**config.mk**
```make
export PLATFORM = sky130hd
export DESIGN_NAME = gffp_unit_mag
export DESIGN_NICKNAME = d
export VERILOG_FILES = /design/src/design/gffp_pkg.sv /design/src/design/gffp_unit_mag.sv
export SDC_FILE = /design/constraint.sdc
export NUM_CORES = 1
export LEC_CHECK = 0
export BUFFER_PORTS_ARGS = -buffer_cell sky130_fd_sc_hd__clkbuf_2
export CORE_UTILIZATION = 56
export DETAILED_ROUTE_END_ITERATION = 8
export PLACE_DENSITY = 0.72
export SLEW_MARGIN = 20
export SYNTH_ARGS = -nofsm -noshare
export SYNTH_HDL_FRONTEND = slang
export SYNTH_SLANG_ARGS = --single-unit
```
**constraint.sdc**
```tcl
create_clock -name aclk -period 11.8 [get_ports aclk]
set_input_delay 1.18 -clock aclk [delete_from_list [all_inputs] [get_ports aclk]]
set_output_delay 1.18 -clock aclk [all_outputs]
set_load 0.05 [all_outputs]
```
**src/design/gffp_pkg.sv**
```systemverilog
// ----------------------------------------------------------------------------
// gffp_pkg - shared definitions for the grid flow-field planner
// Grid limits, cost codes, request and register codes, sequencer states and
// the request/result bundles of the direction unit.
// ----------------------------------------------------------------------------
`default_nettype none

package gffp_pkg;

    // grid limits
    localparam int MAX_WIDTH  = 64;
    localparam int MAX_HEIGHT = 64;
    localparam int XW    = $clog2(MAX_WIDTH);
    localparam int ZW    = $clog2(MAX_HEIGHT);
    localparam int EW    = $clog2(MAX_WIDTH + 1);
    localparam int EH    = $clog2(MAX_HEIGHT + 1);
    localparam int CELLS = MAX_WIDTH * MAX_HEIGHT;
    localparam int AW    = $clog2(CELLS);
    localparam int CNTW  = $clog2(CELLS + 1);
    localparam int QW    = XW + ZW;

    // data widths
    localparam int CW = 8;
    localparam int BW = 32;
    localparam int DW = 16;
    localparam int GW = BW + 1;

    // cost codes
    localparam logic [CW-1:0] COST_WALL  = 8'd255;
    localparam logic [CW-1:0] COST_RESET = 8'd1;
    localparam logic [BW-1:0] COST_UNREACH = 32'hFFFF_FFFF;
    localparam logic [BW-1:0] COST_SAT     = 32'hFFFF_FFFE;
    localparam logic [8:0] MOVE_STRAIGHT = 9'd256;
    localparam logic [8:0] MOVE_DIAG     = 9'd362;

    // request codes
    typedef enum logic [1:0] {
        REQ_WRITE = 2'd0,
        REQ_SOLVE = 2'd1,
        REQ_QUERY = 2'd2,
        REQ_NONE  = 2'd3
    } req_t;

    // configuration registers
    localparam int CFG_IW = 4;
    localparam int CFG_DW = 7;
    localparam logic [CFG_IW-1:0] CFG_GRID_WIDTH  = 4'd0;
    localparam logic [CFG_IW-1:0] CFG_GRID_HEIGHT = 4'd1;
    localparam logic [CFG_DW-1:0] GRID_W_RESET = 7'd64;
    localparam logic [CFG_DW-1:0] GRID_H_RESET = 7'd64;

    // main sequencer
    typedef enum logic [4:0] {
        ST_INIT,
        ST_IDLE,
        ST_QUERY,
        ST_CLEAR,
        ST_SEED,
        ST_POP,
        ST_POPW,
        ST_CUR,
        ST_NB_A,
        ST_NB_B,
        ST_NB_C,
        ST_NB_D,
        ST_NB_E,
        ST_DIR_CELL,
        ST_DIR_WALL,
        ST_DIR_RD,
        ST_DIR_CALC,
        ST_DIR_WAIT,
        ST_RESP
    } state_t;

    // direction unit sequencer
    typedef enum logic [3:0] {
        U_IDLE,
        U_SHIFT,
        U_SQ_X,
        U_SQ_Z,
        U_SUM,
        U_START,
        U_DIV,
        U_SQRT,
        U_DONE
    } mag_state_t;

    typedef struct packed {
        logic                 start;
        logic signed [GW-1:0] gx;
        logic signed [GW-1:0] gz;
    } mag_req_t;

    typedef struct packed {
        logic                 done;
        logic signed [DW-1:0] rx;
        logic signed [DW-1:0] rz;
    } mag_res_t;

    // neighbour step table: four straight steps, then four diagonals
    function automatic logic signed [1:0] step_dx(input logic [2:0] k);
        logic signed [1:0] d;
        case (k)
            3'd0, 3'd1: d = 2'sd0;
            3'd2, 3'd4, 3'd5: d = 2'sd1;
            default: d = -2'sd1;
        endcase
        return d;
    endfunction

    function automatic logic signed [1:0] step_dz(input logic [2:0] k);
        logic signed [1:0] d;
        case (k)
            3'd0, 3'd4, 3'd6: d = 2'sd1;
            3'd2, 3'd3: d = 2'sd0;
            default: d = -2'sd1;
        endcase
        return d;
    endfunction

endpackage

`default_nettype wire

```
**src/design/gffp_unit_mag.sv**
```systemverilog
// ----------------------------------------------------------------------------
// gffp_unit_mag - iterative unit-vector unit
// Turns a gradient into a Q1.14 unit direction: normalizing shift, squares
// on one shared multiplier, bit-serial divide and digit-serial square root.
// ----------------------------------------------------------------------------
`default_nettype none

module gffp_unit_mag (
    input  wire logic               aclk,
    input  wire logic               aresetn,
    input  wire gffp_pkg::mag_req_t req,
    output gffp_pkg::mag_res_t      res
);

    import gffp_pkg::*;

    mag_state_t state_reg, state_next;
    logic          neg_x_reg, neg_x_next, neg_z_reg, neg_z_next;
    logic [GW-1:0] mx_reg, mx_next, mz_reg, mz_next;
    logic [31:0]   mx2_reg, mx2_next, mz2_reg, mz2_next;
    logic [32:0]   s_reg, s_next;
    logic          comp_reg, comp_next;
    logic          dbit_reg, dbit_next;
    logic [32:0]   rem_reg, rem_next;
    logic [30:0]   q_reg, q_next;
    logic [4:0]    cnt_reg, cnt_next;
    logic [31:0]   qsh_reg, qsh_next;
    logic [15:0]   root_reg, root_next;
    logic [17:0]   srem_reg, srem_next;
    logic signed [DW-1:0] rx_reg, rx_next, rz_reg, rz_next;

    logic [15:0] mul_a;
    logic [31:0] mul_p;
    logic [31:0] m2;
    logic        bit_in;
    logic [33:0] div_t;
    logic [19:0] sq_rem;
    logic [19:0] sq_trial;
    logic [15:0] root_new;
    logic [16:0] u_wide;
    logic [DW-1:0] u_mag;
    logic signed [DW-1:0] u_sgn;

    // shared multiplier
    assign mul_a = (state_reg == U_SQ_X) ? mx_reg[15:0] : mz_reg[15:0];
    assign mul_p = 32'(mul_a) * 32'(mul_a);

    always_comb begin
        state_next = state_reg;
        neg_x_next = neg_x_reg;
        neg_z_next = neg_z_reg;
        mx_next    = mx_reg;
        mz_next    = mz_reg;
        mx2_next   = mx2_reg;
        mz2_next   = mz2_reg;
        s_next     = s_reg;
        comp_next  = comp_reg;
        dbit_next  = dbit_reg;
        rem_next   = rem_reg;
        q_next     = q_reg;
        cnt_next   = cnt_reg;
        qsh_next   = qsh_reg;
        root_next  = root_reg;
        srem_next  = srem_reg;
        rx_next    = rx_reg;
        rz_next    = rz_reg;
        m2       = comp_reg ? mz2_reg : mx2_reg;
        bit_in   = (cnt_reg == 5'd0) ? dbit_reg : 1'b0;
        div_t    = {rem_reg, bit_in};
        sq_rem   = {srem_reg, qsh_reg[31:30]};
        sq_trial = {2'b00, root_reg, 2'b01};
        root_new = '0;
        u_wide   = '0;
        u_mag    = '0;
        u_sgn    = '0;
        unique case (state_reg)
            U_IDLE: begin
                if (req.start) begin
                    neg_x_next = req.gx[GW-1];
                    neg_z_next = req.gz[GW-1];
                    mx_next = req.gx[GW-1] ? GW'(-req.gx) : GW'(req.gx);
                    mz_next = req.gz[GW-1] ? GW'(-req.gz) : GW'(req.gz);
                    state_next = U_SHIFT;
                end
            end
            // shift both magnitudes until each fits 16 bits
            U_SHIFT: begin
                if (|(mx_reg[GW-1:16] | mz_reg[GW-1:16])) begin
                    mx_next = mx_reg >> 1;
                    mz_next = mz_reg >> 1;
                end else begin
                    state_next = U_SQ_X;
                end
            end
            U_SQ_X: begin
                mx2_next   = mul_p;
                state_next = U_SQ_Z;
            end
            U_SQ_Z: begin
                mz2_next   = mul_p;
                state_next = U_SUM;
            end
            U_SUM: begin
                s_next = 33'(mx2_reg) + 33'(mz2_reg);
                if ((mx2_reg | mz2_reg) == 32'd0) begin
                    rx_next    = '0;
                    rz_next    = '0;
                    state_next = U_DONE;
                end else begin
                    comp_next  = 1'b0;
                    state_next = U_START;
                end
            end
            // quotient of m^2 * 2^30 by s, high part preloaded
            U_START: begin
                rem_next   = {2'b00, m2[31:1]};
                dbit_next  = m2[0];
                q_next     = '0;
                cnt_next   = '0;
                state_next = U_DIV;
            end
            U_DIV: begin
                if (div_t >= {1'b0, s_reg}) begin
                    rem_next = 33'(div_t - {1'b0, s_reg});
                    q_next   = {q_reg[29:0], 1'b1};
                end else begin
                    rem_next = div_t[32:0];
                    q_next   = {q_reg[29:0], 1'b0};
                end
                cnt_next = cnt_reg + 5'd1;
                if (cnt_reg == 5'd30) begin
                    qsh_next   = {1'b0, q_next};
                    root_next  = '0;
                    srem_next  = '0;
                    cnt_next   = '0;
                    state_next = U_SQRT;
                end
            end
            // integer square root, two radicand bits a step
            U_SQRT: begin
                if (sq_rem >= sq_trial) begin
                    srem_next = 18'(sq_rem - sq_trial);
                    root_new  = {root_reg[14:0], 1'b1};
                end else begin
                    srem_next = sq_rem[17:0];
                    root_new  = {root_reg[14:0], 1'b0};
                end
                root_next = root_new;
                qsh_next  = {qsh_reg[29:0], 2'b00};
                cnt_next  = cnt_reg + 5'd1;
                u_wide    = (17'(root_new) + 17'd1) >> 1;
                u_mag     = u_wide[DW-1:0];
                if (cnt_reg == 5'd15) begin
                    if (comp_reg) begin
                        u_sgn      = neg_z_reg ? -$signed(u_mag) : $signed(u_mag);
                        rz_next    = u_sgn;
                        state_next = U_DONE;
                    end else begin
                        u_sgn      = neg_x_reg ? -$signed(u_mag) : $signed(u_mag);
                        rx_next    = u_sgn;
                        comp_next  = 1'b1;
                        state_next = U_START;
                    end
                end
            end
            U_DONE: begin
                state_next = U_IDLE;
            end
            default: begin
                state_next = U_IDLE;
            end
        endcase
    end

    // sequencer state
    always_ff @(posedge aclk) begin
        if (!aresetn) begin
            state_reg <= U_IDLE;
        end else begin
            state_reg <= state_next;
        end
    end

    // datapath registers
    always_ff @(posedge aclk) begin
        neg_x_reg <= neg_x_next;
        neg_z_reg <= neg_z_next;
        mx_reg    <= mx_next;
        mz_reg    <= mz_next;
        mx2_reg   <= mx2_next;
        mz2_reg   <= mz2_next;
        s_reg     <= s_next;
        comp_reg  <= comp_next;
        dbit_reg  <= dbit_next;
        rem_reg   <= rem_next;
        q_reg     <= q_next;
        cnt_reg   <= cnt_next;
        qsh_reg   <= qsh_next;
        root_reg  <= root_next;
        srem_reg  <= srem_next;
        rx_reg    <= rx_next;
        rz_reg    <= rz_next;
    end

    assign res.done = (state_reg == U_DONE);
    assign res.rx   = rx_reg;
    assign res.rz   = rz_reg;

endmodule

`default_nettype wire

```
; ---- Word-level counts from Yosys, hierarchy flattened
; Cells that the tools add are included.
[totals]
in_bits = 69
ff_bits = 337
output_inout_bits = 33
[op_classes]
eq_ne = 19
addsub = 8
n_mux = 45
bitwise_logic = 2
multipliers = 1
n_reduce_logical = 16
n_lt_le_gt_ge = 2
[ops]
columns = cell, n
row1 = $mux W33, 7
row2 = $pmux W33 S2, 3
row3 = $mux W16, 10
row4 = $pmux W16 S2, 3
row5 = $neg A33 Y33, 2
row6 = $mux W32, 2
row7 = $pmux W32 S2, 1
row8 = $pmux W30 S2, 1
row9 = $mux W18, 2
row10 = $pmux W18 S2, 1
row11 = $ge A34 B33 Y1, 1
row12 = $add A32 B32 Y33, 1
row13 = $sub A33 B33 Y33, 1
row14 = $logic_not A32 Y1, 1
row15 = $mul A16 B16 Y32, 1
row16 = $or A32 B32 Y32, 1
row17 = $pmux W4 S8, 1
row18 = $mux W4, 6
row19 = $ge A20 B18 Y1, 1
row20 = $ne A2 B2 Y1 const B, 9
row21 = $sub A18 B18 Y18, 1
row22 = $add A16 B1 Y17 const B, 1
row23 = $or A17 B17 Y17, 1
row24 = $reduce_or A17 Y1, 1
row25 = other kinds (19), 34

; ---- Logic depth before layout (Yosys ltp)
[logic_depth]
ltp_word = 9
depth_mapped = 32

; ---- Worst setup path before layout
; OpenSTA, ideal clock, no wires.
[synth_path]
path_kind = register -> register
startpoint = reg state_reg[0]
endpoint = reg mx2_reg[30], data pin
setup_slack_ps = 3078
path_buffers = 3
setup_ps = 262
stages_incl_launch_ff = 29
required_time_ps = 11538
t_arrival_ps = 8460
cell_sequence = dfxtp_1 -> clkbuf_1 -> nand2b_1 -> nor3_1 -> clkbuf_1 -> mux2i_1 -> inv_1 -> buf_1 -> nand2_1 -> fa_1 -> fa_1 -> fa_1 -> inv_1 -> fa_1 -> fa_1 -> inv_1 -> fa_1 -> inv_1 -> ha_1 -> nand4_1 -> nor2_1 -> and4_1 -> o31a_1 -> a41oi_1 -> a21oi_1 -> a31o_2 -> a31o_2 -> a21oi_1 -> xnor2_1
[synth_via]
elab_chain_cells = 3
[synth_rtl]
columns = element, line
row1 = from (decl), gffp_unit_mag.sv:17  ; mag_state_t state_reg, state_next;
row2 = from (signal assigned), gffp_unit_mag.sv:180  ; state_reg <= state_next;
row3 = $eq A4 B2 Y1, gffp_unit_mag.sv:45  ; assign mul_a = (state_reg == U_SQ_X) ? mx_reg[15:0] : mz_reg[15:0];
row4 = $mux W16, gffp_unit_mag.sv:45
row5 = $mul A16 B16 Y32, gffp_unit_mag.sv:46  ; assign mul_p = 32'(mul_a) * 32'(mul_a);
row6 = net mul_p[30], gffp_unit_mag.sv:33  ; logic [31:0] mul_p;
row7 = to (signal assigned), gffp_unit_mag.sv:190  ; mx2_reg <= mx2_next;
row8 = to (decl), gffp_unit_mag.sv:20  ; logic [31:0] mx2_reg, mx2_next, mz2_reg, mz2_next;
; The timed path passes the listed nets, and every way through them passes these cells.
; A chain may end at the register's enable or synchronous reset.

; ---- Worst setup path after layout
[layout_path]
startpoint = reg state_reg[0]
endpoint = reg mz2_reg[31], data pin
[layout_via]
elab_chain_cells = 3
[layout_rtl]
columns = element, line
row1 = $eq A4 B2 Y1, gffp_unit_mag.sv:45
row2 = $mux W16, gffp_unit_mag.sv:45
row3 = $mul A16 B16 Y32, gffp_unit_mag.sv:46
row4 = net mul_p[31], gffp_unit_mag.sv:33
row5 = to (signal assigned), gffp_unit_mag.sv:191  ; mz2_reg <= mz2_next;
row6 = to (decl), gffp_unit_mag.sv:20
; The timed path passes the listed nets, and every way through them passes these cells.

==> reports/metrics.cfg <==
[outcome]
status=completed

[timing]
tns_ns=0
worst_pin_slew_ns=1.05
slew_viol_final=0
fmax_mhz=110
grt_setup_unrepaired=no
fin_crit_sh_pct=77.2
fin_crit_ns=9.11
hold_viol_final=0
setup_viol=0
skew_ns=0.0332
relSlewSlack_pct=29.6

[worst_setup_path]
crit-reg2reg-capture=mz2_reg[31]
crit_arrival_ns=9.43
timing.rr.start=state_reg[0]
regToRegSetupSlack_ns=2.69
r2r_cells=26
cpPeakStageDelay_ns=0.82
required_ns=12.12
path_buf_inv=5
cp_top_family=adder cells
cp-end-kind=flip-flop
critPathKind=reg2reg
crit_path_start_kind=flip-flop
crit_top_cell=fa_1
path_max_fanout=51
crit_slowest_cell=mux2i_1

[logic_synthesis]
syn-num-nets=3229
synth_top_area_share_pct=36.8
async_flop_share_pct=0
synth_cells=2776
ys_seq_area_share_pct=37.1
ys.warnings.count=0
yosysMostFrequentCell=inv_1
synth_edf_count=331
ys_ff_latch=335
avgSynthCellArea_sq_um=9.74
synth_cell_types=77
netlist_area_sq_mm=0.0270
synth_top_area_cell=edfxtp_1
yosys-top-cells-area=edfxtp_1, fa_1, ha_1, inv_1, nand2_1
synth_ff_type=edfxtp_1
synth_common_cells=inv_1, nand2_1, edfxtp_1

[final_layout]
num-nets-final=3304
register_area_sq_mm=0.0100
multi_input_area_sq_mm=0.0152
drive_gt1_share_pct=7.81
area_growth_pct=9.20
fill_cells=3906

[die]
core_sq_mm=0.0476
die_y_um=222
num_io_pins=102
fp-row-count=80
dieArea_sq_mm=0.0492
die-width_um=222
start_util_pct=56.7

[min_path]
worstHoldEndpoint=qsh_reg[17]
min-delay-start=qsh_reg[15]
min_path_cells=2
min_path_type=reg2reg

[cts]
cts_made_buffers=39
post-cts-setup-buffers=0
clk_pin_slew_ns=0.06
cts-root-buf=clkbuf_16
ctsHoldBuffers=0
clkSinkCount=335
cts_resized=0
htreeDepth=2
clockBufferDepth=3
clock_latency_ns=0.58
cts_tree=yes

[global_routing]
grt_use_total_pct=25.2
grt_max_degree=111
grt_pass1_wl_um=100000
grt_pass1_vias=19700
antenna_found_initial=0
gr-total-overflow=0

[drt]
drtIter0Drc=1473
drcViolationCount=0
dr_total_vias=19900
drt-vias-per-instance=5.70
wl_per_cell_um=17.6
antenna_left=0
dr.pass1.iters=6
wirelength_um=61500

[placement]
portBuffers=101
hpwl_um=47100
routabilityCongestion=0.930

[flow_run]
cap_violations=0

==> cell families after synthesis <==
| kind of cell | share of synthesized area (%) |
|---|---|
| mux | 1.70 |
| xor+xnor | 5.70 |
| fa+ha+maj | 22.4 |
| flops | 37.1 |
| compound gates | 12.2 |
| buf+inv | 6.83 |
| simple gates | 14.0 |
==> how the worst max path moves through the flow <==
stage	from	end	slack, ns	depth (start not counted)
floorplan	state_reg[0]	mx2_reg[30]	3.08	28
global route	state_reg[0]	mz2_reg[30]	2.13	28
global placement	state_reg[0]	mx2_reg[30]	2.84	28
finish	state_reg[0]	mz2_reg[31]	2.69	26
detailed placement	state_reg[0]	mz2_reg[30]	2.66	28
CTS	state_reg[0]	mz2_reg[30]	2.68	28
==> area by class of cell <==
cell class / count / share of cell area, %
inverters: 407 / 5.18
multi-input cells: 1950 / 51.6
diodes: 1 / 0.00848
flip-flops and latches: 335 / 33.9
clock inverters: 25 / 1.09
clock buffers: 46 / 3.40
well taps: 615 / 2.61
repair buffers: 118 / 2.14
==> cell usage in the layout, fill, tap and decap left out, types with 37 or more instances in the layout <==
cell / netlist / final
ha_1: 217 / 217
nor2_1: 187 / 186
inv_1: 398 / 398
xnor2_1: 88 / 88
fa_1: 167 / 167
and2_1: 38 / 38
clkbuf_16: 0 / 39
xor2_1: 88 / 88
mux2i_1: 38 / 37
nand3_1: 37 / 37
clkbuf_2: 0 / 101
o21ai_0: 138 / 137
nand2_1: 353 / 353
nor3_1: 57 / 53
edfxtp_1: 331 / 331
o31ai_1: 37 / 37
a21oi_1: 141 / 139
==> layer usage <==
metal / global-route usage (%) / routed length [um] / vias to the layer above
met5: 0 / 0 / -
met4: 8.65 / 2030 / 0
met3: 3.64 / 3480 / 114
met2: 40.1 / 27600 / 594
met1: 35.4 / 28400 / 9531
li1: - / - / 9679
==> metrics by stage <==
step                hold slack [ns]  std cells  instance area (sq um)  util, %  worst slack, ns
finish                        0.509       3497                  29500     61.9             2.69
global route                  0.525       3496                  29500     61.9             2.13
CTS                           0.509       3496                  29500     61.9             2.68
detailed placement            0.493       3425                  28200     59.1             2.66
global placement              0.489       3425                  28200     59.1             2.84
floorplan                     0.484       2776                  27000        -             3.08
==> worst register-to-register path: cells and delay by family (launching register included) <==
| family | cells | cell delay, ns |
|---|---|---|
| adder cells (fa/ha/maj) | 7 | 3.38 |
| XOR/XNOR | 1 | 0.14 |
| multiplexers | 1 | 0.86 |
| buffers and inverters | 5 | 1.39 |
| AND/OR/NAND/NOR | 7 | 1.67 |
| flip-flops | 1 | 0.39 |
| AO/OA/AOI/OAI | 5 | 1.03 |
Power is left out: the tool's default activity adds up to more than one toggle a clock period on the data nets, which glitch-free logic cannot reach.
